## src/sv/lru_kv_pkg.sv

```systemverilog
// Shared types and constants for the LRU key/value cache.
package lru_kv_pkg;

  localparam int ENTRIES     = 16;
  localparam int LENGTH_BITS = 16;
  localparam int STAMP_BITS  = 32;

  localparam int IDX_BITS = (ENTRIES > 1) ? $clog2(ENTRIES) : 1;
  localparam int LEN_KEEP = (LENGTH_BITS < 16) ? LENGTH_BITS : 16;

  localparam logic [STAMP_BITS-1:0] STAMP_MAX = '1;

  localparam logic OP_LOOKUP = 1'b0;
  localparam logic OP_RECORD = 1'b1;

  typedef struct packed {
    logic        operation;
    logic [63:0] key;
    logic [63:0] value_in;
    logic [15:0] length_in;
  } in_req_t;

  typedef struct packed {
    logic        hit;
    logic [63:0] value_out;
    logic [15:0] length_out;
  } out_res_t;

  // Search token that walks the cell row, one cell a cycle.
  typedef struct packed {
    logic                  valid;
    logic                  op;
    logic [63:0]           key;
    logic [63:0]           value;
    logic [15:0]           length;
    logic [IDX_BITS-1:0]   pos;
    logic                  sel;
    logic [IDX_BITS-1:0]   sel_idx;
    logic                  have_best;
    logic [STAMP_BITS-1:0] best_stamp;
    logic [IDX_BITS-1:0]   best_idx;
  } probe_t;

  // Write-back data broadcast to the row; at most one cell is enabled.
  typedef struct packed {
    logic                  write_all;
    logic [63:0]           key;
    logic [63:0]           value;
    logic [15:0]           length;
    logic [STAMP_BITS-1:0] stamp;
  } wb_t;

endpackage

```

## src/sv/lru_kv_cell.sv

```systemverilog
// One cache entry with its stage of the search token row.
module lru_kv_cell (
  input  logic               clk,
  input  logic               rst_n,
  input  lru_kv_pkg::probe_t probe_in,
  output lru_kv_pkg::probe_t probe_out,
  input  logic               wb_en,
  input  lru_kv_pkg::wb_t    wb
);
  import lru_kv_pkg::*;

  logic                  valid_r;
  logic [STAMP_BITS-1:0] stamp_r;
  logic [63:0]           key_r;
  logic [63:0]           value_r;
  logic [LEN_KEEP-1:0]   len_r;
  logic                  probe_valid_r;
  probe_t                probe_r;
  probe_t                probe_nxt;

  // Match or rank this entry against the passing request
  always_comb begin
    probe_nxt     = probe_in;
    probe_nxt.pos = probe_in.pos + 1'b1;
    if (probe_in.valid && !probe_in.sel) begin
      if (probe_in.op == OP_LOOKUP) begin
        if (valid_r && key_r == probe_in.key) begin
          probe_nxt.sel     = 1'b1;
          probe_nxt.sel_idx = probe_in.pos;
          probe_nxt.value   = value_r;
          probe_nxt.length  = 16'(len_r);
        end
      end else begin
        if (!valid_r) begin
          probe_nxt.sel     = 1'b1;
          probe_nxt.sel_idx = probe_in.pos;
        end else if (!probe_in.have_best || stamp_r < probe_in.best_stamp) begin
          probe_nxt.have_best  = 1'b1;
          probe_nxt.best_stamp = stamp_r;
          probe_nxt.best_idx   = probe_in.pos;
        end
      end
    end
  end

  // Hold entry control state and advance the token valid
  always_ff @(posedge clk) begin
    if (!rst_n) begin
      valid_r       <= 1'b0;
      stamp_r       <= '0;
      probe_valid_r <= 1'b0;
    end else begin
      probe_valid_r <= probe_in.valid;
      if (wb_en) begin
        valid_r <= 1'b1;
        stamp_r <= wb.stamp;
      end
    end
  end

  // Entry payload and token payload
  always_ff @(posedge clk) begin
    probe_r <= probe_nxt;
    if (wb_en && wb.write_all) begin
      key_r   <= wb.key;
      value_r <= wb.value;
      len_r   <= wb.length[LEN_KEEP-1:0];
    end
  end

  always_comb begin
    probe_out       = probe_r;
    probe_out.valid = probe_valid_r;
  end

endmodule
```

## config.mk

```make
export PLATFORM = sky130hd
export DESIGN_NAME = lru_kv_cell
export DESIGN_NICKNAME = d
export VERILOG_FILES = /design/src/sv/lru_kv_pkg.sv /design/src/sv/lru_kv_cell.sv
export SDC_FILE = /design/constraint.sdc
export NUM_CORES = 1
export LEC_CHECK = 0
export ABC_AREA = 1
export BUFFER_PORTS_ARGS = -buffer_cell sky130_fd_sc_hd__buf_2
export CAP_MARGIN = 5
export CORE_AREA = 2 2 220 222
export CTS_CLUSTER_DIAMETER = 60
export CTS_CLUSTER_SIZE = 12
export DETAILED_ROUTE_END_ITERATION = 10
export DIE_AREA = 0 0 222 224
export HOLD_SLACK_MARGIN = 0.1
export PLACE_DENSITY = 0.52
export SETUP_SLACK_MARGIN = 0.1
export SYNTH_ARGS = -nofsm -noshare
export SYNTH_HDL_FRONTEND = slang
export SYNTH_SLANG_ARGS = --single-unit
```

## constraint.sdc

```tcl
create_clock -name clk -period 5.8 [get_ports clk]
set_clock_uncertainty 0.2 [all_clocks]
set_input_delay 0.58 -clock clk [delete_from_list [all_inputs] [get_ports clk]]
set_output_delay 0.58 -clock clk [all_outputs]
set_load 0.02 [all_outputs]
```

==> impl_metrics.csv, run 1 <==
group,metric,value,unit
worst_setup_path,arrival,4340,ps
grt,grt_pass1_vias,13150,
route,finalWirelength,46.68,mm
timing,maxSlewHeadroom,0.3585,
flow_run,cap_violations,0,
timing,post-route-min-period,4105,ps
route,avgRoutedWirePerCell,16.17,microns
timing,rsz0062_at_grt,"false",
clocking,cts-htree-levels,2,
placed_design,pre_cts_ws,2198,ps
grt,grt_overflow,0,
worst_setup_path,r2r-end,"probe_out[3]",
timing,period_share,0.7078,
timing,fin_ws,1695,ps
die,pin_count,564,
pwr,power_density,290.4,nW/um^2
clocking,cts_setup_buffers,0,
logic_synthesis,synthCells,1311,
grt,grtUsageMet2,0.3297,
logic_synthesis,ys_types,33,
timing,setup_violations,0,
route,viasPerCell,4.265,
logic_synthesis,syn_area_per_cell,10.04,sq um
placed_design,place_hpwl,31.89,mm
worst_setup_path,cp_slowest_cell,"nand2_2",
route,ant_nets,0,
worst_setup_path,cp_top_family,"simple AND/OR/NAND/NOR gates",
worst_setup_path,crit_path_start_kind,"input pin",
clocking,clkTransAtPathRegs,60,ps
grt,grt_start_max_net_pins,109,
outcome,status,"finished clean",
placed_design,postPlaceCellArea,16570,sq um
timing,clock.fmax,243.6,MHz
cells_and_area,final_area,21460,sq um
cells_and_area,area_growth,63.01,%
logic_synthesis,syn_area,13170,sq um
clocking,cts_inserted_buffers,41,
clocking,clock_latency,570,ps
pwr,leakagePower,10.30,nW
worst_setup_path,rr_worst_depth,13,
hold_path,min_path_cells,3,
grt,grt_pass1_wl,70.57,mm
grt,grt_use_total,0.1820,
worst_setup_path,cp.required,6030,ps
worst_setup_path,crit_path_max_fanout,37,
cells_and_area,fill_cells,4428,
route,vias,12310,
grt,antenna_found_initial,4,
timing,worst_pin_slew,962.3,ps
die,placementRows,80,
hold_path,hold_end,"stamp_r[8]",
cells_and_area,drive_gt1_frac,0.2802,
clocking,clockBufferDepth,3,
worst_setup_path,cp-end-kind,"flip-flop",
route,drtPass1Iterations,5,
timing,finalSetupTns,0,ps
die,die_x,222,microns
logic_synthesis,ys_seq_area_frac,0.6705,
cells_and_area,finalCoreUtilization,0.4533,
route,drc,0,
worst_setup_path,crit_type,"input pin to flip-flop",
placed_design,portBuffers,563,
grt,grt_busiest_layer,"met2",
hold_path,hp-class,"input pin to flip-flop",
timing,slew_viol_final,0,
worst_setup_path,worstPathCellList,"dlygate4sd3_1 > buf_2 > inv_1 > ha_1 > nand2_1 > inv_1 > nand3_1 > a21oi_1 > or2_0 > a21oi_1 > nand2_1 > nand2_2 > nand2_2 > nand2_1 > nand2_1 > dlygate4sd3_1",
worst_setup_path,r2r_start,"stamp_r[25]",
logic_synthesis,synth_nets,1715,
pwr,finalPower,6.232,mW
logic_synthesis,synth_warnings,0,
die,die_area,49730,sq um
worst_setup_path,r2r_slack,2100,ps
hold_path,worstHoldStart,"wb[8]",
clocking,cts_tree,"yes",
die,start_util,0.2781,
clocking,clockRootBuffer,"clkbuf_16",
pwr,vdd_drop_max,278.7,uV
die,core_area,47350,sq um
logic_synthesis,ys_seq_elements,369,
worst_setup_path,cpPeakStageDelay,650,ps
logic_synthesis,synth-edff-count,144,
worst_setup_path,cp.buffers_inverters,5,
timing,hold_viol,0,
cells_and_area,nets,2643,
die,fp.dieH,224,microns
worst_setup_path,crit_top_cell,"nand2_1",
clocking,cts.sinks,369,
logic_synthesis,ys.flop_type,"dfxtp_1",
route,drtIter0Drc,467,
placed_design,place.gp.congestion,0.8161,
grt,grt_use_met3,0.04250,
grt,grtUsageMet1,0.2061,
logic_synthesis,synthArstFlopShare,0,
## cell families (layout without fill, tap and decap cells)
group / Yosys count / count (layout) / synth area share
AOI/OAI and AO/OA: 94 / 94 / 0.03735
xor gates and xnor gates: 16 / 16 / 0.01064
adders and majority gates: 32 / 32 / 0.03041
buffers and inverters: 168 / 1127 / 0.05426
DFF: 369 / 369 / 0.6705
other: 0 / 1 / 0
and+or+nand+nor: 632 / 632 / 0.1968
## layout by cell type (no fill, tap or decap), types with 3 or more instances in the layout
master | netlist | final
xnor2_1 | 12 | 12
nand4_1 | 5 | 5
a21oi_1 | 21 | 21
clkbuf_1 | 14 | 18
xor2_1 | 4 | 4
nand3_1 | 129 | 129
o21ai_0 | 47 | 47
clkbuf_16 | 0 | 41
inv_6 | 0 | 4
edfxtp_1 | 144 | 144
inv_1 | 123 | 122
o22ai_1 | 4 | 4
ha_1 | 32 | 32
clkinv_2 | 1 | 4
dfxtp_1 | 225 | 225
nand2_1 | 367 | 367
dlygate4sd3_1 | 0 | 361
nor2_4 | 2 | 3
nor2_1 | 120 | 119
o21ai_1 | 15 | 15
buf_2 | 15 | 563
buf_4 | 1 | 4
## what timing repair did
item	4_1_cts	5_1_grt
gates resized for setup	0	0
hold endpoints to repair	360	0
hold buffers	361	0
## worst min-delay path, stage by stage
cell and delay (ps):
buf_2 110, nor2_1 60, nor2_1 100
## cell type report
cell class	instances	area [sq um]	share of cell area
Clock inverter	14	171.4	0.007986
Antenna cell	1	2.502	0.0001166
Inverter	124	471.7	0.02198
Multi-Input combinational cell	774	3631	0.1692
Sequential cell	369	8828	0.4113
Clock buffer	60	1107	0.05159
Tap cell	615	769.5	0.03585
Timing Repair Buffer	929	6481	0.3020
## through the flow
stage               hold slack [ps]  instances
finish                        145.2       2886
global route                  122.1       2886
CTS                           108.3       2885
detailed placement            257.7       2450
global placement              249.0       2450
floorplan                     243.5       1311
## state kept, by name (all words and copies together), names as in the netlist
name           cells
stamp_r           32
key_r             64
valid_r            1
probe_out        191
len_r             16
probe_valid_r      1
value_r           64
## report_power, final
part	switching, mW	leakage [nW]	internal, mW	total (mW)
Combinational	0.401	6.44	0.382	0.783
Clock	1.09	0.613	1.44	2.53
Sequential	0.0562	3.25	2.86	2.92
Total	1.55	10.3	4.68	6.23
## layer usage
layer  vias to the layer above  wire, microns
li1                       6088              -
met1                      5682          18850
met2                       430          23510
met3                       102           2838
met4                         6           1450
met5                         -             36
## worst max-delay path by stage
stage            startpoint       endpoint  slack (ps)  depth (start not counted)
6_report       probe_in[35]   probe_out[3]        1690                         16
5_1_grt        probe_in[29]   probe_out[3]        1490                         16
4_1_cts        probe_in[35]   probe_out[3]        1720                         16
3_5_place_dp   probe_in[29]   probe_out[3]        2200                         14
3_3_place_gp   probe_in[29]  probe_out[29]        2250                         14
2_1_floorplan         wb_en       key_r[0]        1440                          3
## synthesized netlist by cell type (2+ instances only)
| library cell | number | area share |
|---|---|---|
| nand2_1 | 367 | 0.10 |
| dfxtp_1 | 225 | 0.34 |
| edfxtp_1 | 144 | 0.33 |
| nand3_1 | 129 | 0.049 |
| inv_1 | 123 | 0.035 |
| nor2_1 | 120 | 0.034 |
| o21ai_0 | 47 | 0.018 |
| ha_1 | 32 | 0.030 |
| a21oi_1 | 21 | 0.0080 |
| buf_2 | 15 | 0.0057 |
| o21ai_1 | 15 | 0.0057 |
| clkbuf_1 | 14 | 0.0040 |
| xnor2_1 | 12 | 0.0080 |
| buf_6 | 8 | 0.0068 |
| buf_1 | 6 | 0.0017 |
| nand4_1 | 5 | 0.0024 |
| o22ai_1 | 4 | 0.0019 |
| xor2_1 | 4 | 0.0027 |
| nand2_2 | 2 | 0.00095 |
| nor2_2 | 2 | 0.00095 |
| nor2_4 | 2 | 0.0017 |
| o211ai_1 | 2 | 0.0011 |
| o21a_1 | 2 | 0.0011 |
No activity file was read; power rests on OpenSTA's default activity.
==> run 2, diff against run 1 <==
ABC_AREA = 0   (was 1)
clock period = 3.8 ns   (was 5.8 ns; I/O delays follow)
==> run 2 against run 1 <==
Sequential cell count unchanged. Die area unchanged. Sequential power up 52%. Final cell count down 13%. Register-to-register slack worse by 1700 ps. Critical path type unchanged. Critical endpoint is now probe_out[1]. Largest cell class unchanged.
==> impl_metrics.csv, run 2 <==
group,metric,value,unit
route,viasPerCell,4.250,
logic_synthesis,ys_seq_area_frac,0.6854,
pwr,vdd_drop_max,331.8,uV
route,ant_nets,0,
cells_and_area,final_area,21640,sq um
flow_run,cap_violations,0,
timing,period_share,0.9610,
logic_synthesis,synthCells,866,
logic_synthesis,synth_top_area_cell,"dfxtp_1",
clocking,clock_latency,560,ps
worst_setup_path,rr_worst_depth,9,
logic_synthesis,syn_area,12880,sq um
clocking,cts_tree,"yes",
pwr,seqPwrFrac,0.473,
pwr,swShare,0.2442,
grt,grt_pass1_vias,11540,
die,placementRows,80,
worst_setup_path,cp.required,4030,ps
worst_setup_path,arrival,3890,ps
route,finalWirelength,46.60,mm
timing,slew_viol_final,0,
pwr,power_density,435.3,nW/um^2
grt,grt_overflow,0,
placed_design,pre_cts_ws,400.6,ps
logic_synthesis,synthTopCellsByCount,"dfxtp_1 (225), edfxtp_1 (144), mux2_2 (80)",
worst_setup_path,worstPathCellList,"dlygate4sd3_1 > buf_2 > inv_1 > ha_1 > a21o_1 > a221o_1 > a221o_1 > a41o_1 > a211oi_4 > buf_8 > mux2_2 > dlygate4sd3_1",
logic_synthesis,synth-edff-count,144,
logic_synthesis,ys.flop_type,"dfxtp_1",
worst_setup_path,crit_path_start_kind,"input pin",
die,die_area,49730,sq um
placed_design,place_hpwl,34.39,mm
logic_synthesis,synthArstFlopShare,0,
logic_synthesis,syn_area_per_cell,14.87,sq um
timing,setup_violations,0,
grt,grt_start_max_net_pins,41,
worst_setup_path,r2r-end,"probe_out[1]",
pwr,leakagePower,9.447,nW
placed_design,place.gp.congestion,0.8379,
die,core_area,47350,sq um
timing,rsz0062_at_grt,"false",
worst_setup_path,crit_type,"input pin to flip-flop",
logic_synthesis,ys_types,48,
logic_synthesis,ys_seq_elements,369,
pwr,finalPower,9.420,mW
die,start_util,0.2721,
logic_synthesis,yosysMostFrequentCell,"dfxtp_1",
clocking,clkTransAtPathRegs,60,ps
route,vias,10650,
cells_and_area,drive_gt1_frac,0.3876,
timing,fin_ws,148.1,ps
worst_setup_path,crit_path_max_fanout,12,
worst_setup_path,r2r_start,"stamp_r[11]",
die,fp.dieH,224,microns
grt,antenna_found_initial,9,
route,avgRoutedWirePerCell,18.60,microns
cells_and_area,area_growth,68.00,%
hold_path,hp-class,"input pin to flip-flop",
grt,grt_pass1_wl,68.33,mm
pwr,p_switching,2.300,mW
worst_setup_path,startpoint,"probe_in[14]",
cells_and_area,finalCoreUtilization,0.4571,
worst_setup_path,cp-end-kind,"flip-flop",
timing,maxSlewHeadroom,0.5765,
route,drc,0,
cells_and_area,seq_area,8828,sq um
hold_path,worstHoldStart,"rst_n",
cells_and_area,fill_cells,4266,
clocking,clockBufferDepth,3,
worst_setup_path,cpPeakStageDelay,570,ps
cells_and_area,nets,2254,
timing,worst_pin_slew,635.3,ps
die,pin_count,564,
clocking,cts.sinks,369,
logic_synthesis,netlist.area_leader.share,0.3497,
cells_and_area,layout_common_cells,"buf_2 (563), dlygate4sd3_1 (377), dfxtp_1 (225)",
logic_synthesis,synth_warnings,0,
clocking,clockRootBuffer,"clkbuf_16",
pwr,combPwrFrac,0.129,
timing,post-route-min-period,3652,ps
timing,clock.fmax,273.8,MHz
placed_design,portBuffers,563,
die,die_x,222,microns
route,drtIter0Drc,381,
pwr,p_int,7.119,mW
worst_setup_path,cp-endpoint,"probe_out[1]",
cells_and_area,largest_register_ffs,191,
timing,finalSetupTns,0,ps
clocking,cts-htree-levels,2,
placed_design,postPlaceCellArea,16510,sq um
outcome,status,"finished clean",
pwr,clock_power_share,0.398,
worst_setup_path,r2r_slack,390,ps
logic_synthesis,ys_top_cells_by_area,"dfxtp_1 (35%), edfxtp_1 (34%), mux2_2 (7.0%)",
logic_synthesis,synth_nets,1270,
grt,grt_use_total,0.1823,
cells_and_area,final_common_cell,"buf_2",
cells_and_area,multi_input_comb_area,3802,sq um
clocking,cts_inserted_buffers,41,
route,drtPass1Iterations,4,
worst_setup_path,cp_slowest_cell,"dlygate4sd3_1",
timing,hold_viol,0,
run 2: cell types whose count changed in the layout (fill, tap and decap cells not counted), moves of 15 or more:
cell / delta
nand2_1: -359
dlygate4sd3_1: +16
mux2_1: +36
nor2b_1: +65
nor4_1: +19
buf_4: +15
mux2_2: +80
mux2i_1: +32
nor2_1: -110
nand3_1: -127
o21ai_0: -41
xor2_1: +19
o21ai_1: -15
inv_1: -79
run 2: cells by family (layout without fill, tap and decap cells):
kind of cell,after synthesis,in the layout,synth area share
fa+ha+maj,32,32,0.03108
flops,369,369,0.6854
simple gates,164,164,0.08140
compound gates,42,42,0.02428
buf+inv,65,1080,0.02030
xor+xnor,46,46,0.03128
other cells,0,9,0
mux,148,148,0.1263
run 2: layout make-up:
cell class	instances	share of cell area
inverters	43	0.007458
clock buffers	63	0.05267
well taps	615	0.03556
repair buffers	963	0.3146
diodes	9	0.001041
multi-input cells	432	0.1757
flip-flops and latches	369	0.4080
clock inverters	11	0.004972
run 2: power groups by stage:
stage / registers [mW] / logic [mW] / clock network, mW
4_1_cts: 4.45 / 1.22 / 3.87
5_1_grt: 4.48 / 1.31 / 4.02
3_5_place_dp: 4.54 / 0.891 / 0
6_report: 4.45 / 1.22 / 3.75
3_3_place_gp: 4.53 / 0.883 / 0
2_1_floorplan: 4.67 / 0.284 / 0
run 2: per-stage QoR:
stage               hold WS (ps)  instances
global route               202.3       2502
floorplan                  207.7        866
detailed placement         246.6       2035
CTS                        162.8       2486
global placement           234.3       2035
finish                     181.6       2505
run 2: timing repair:
action | in CTS | in global routing
hold buffers | 377 | 0
endpoints found under the hold margin | 368 | 0
setup buffers | 0 | 10
setup endpoints to repair | 0 | 4
gates resized for setup | 0 | 3
run 2: worst max-delay path: cells and delay by family:
kind,cells,cell delay [ps]
buffers and inverters,5,1490
AO/OA/AOI/OAI,5,1380
multiplexers,1,350
adder cells (fa/ha/maj),1,290
run 2: worst min-delay path by stage:
stage / to / cells past startpoint
CTS: valid_r / 2
detailed placement: probe_out[58] / 1
finish: valid_r / 2
global route: valid_r / 2
global placement: probe_out[98] / 1
floorplan: probe_out[126] / 0
run 2: per-layer routing:
metal  part of all wire  GRT usage
met1               0.39     0.2026
met2               0.51     0.3314
met3              0.074    0.05614
met4              0.024    0.05885
met5            0.00088          0
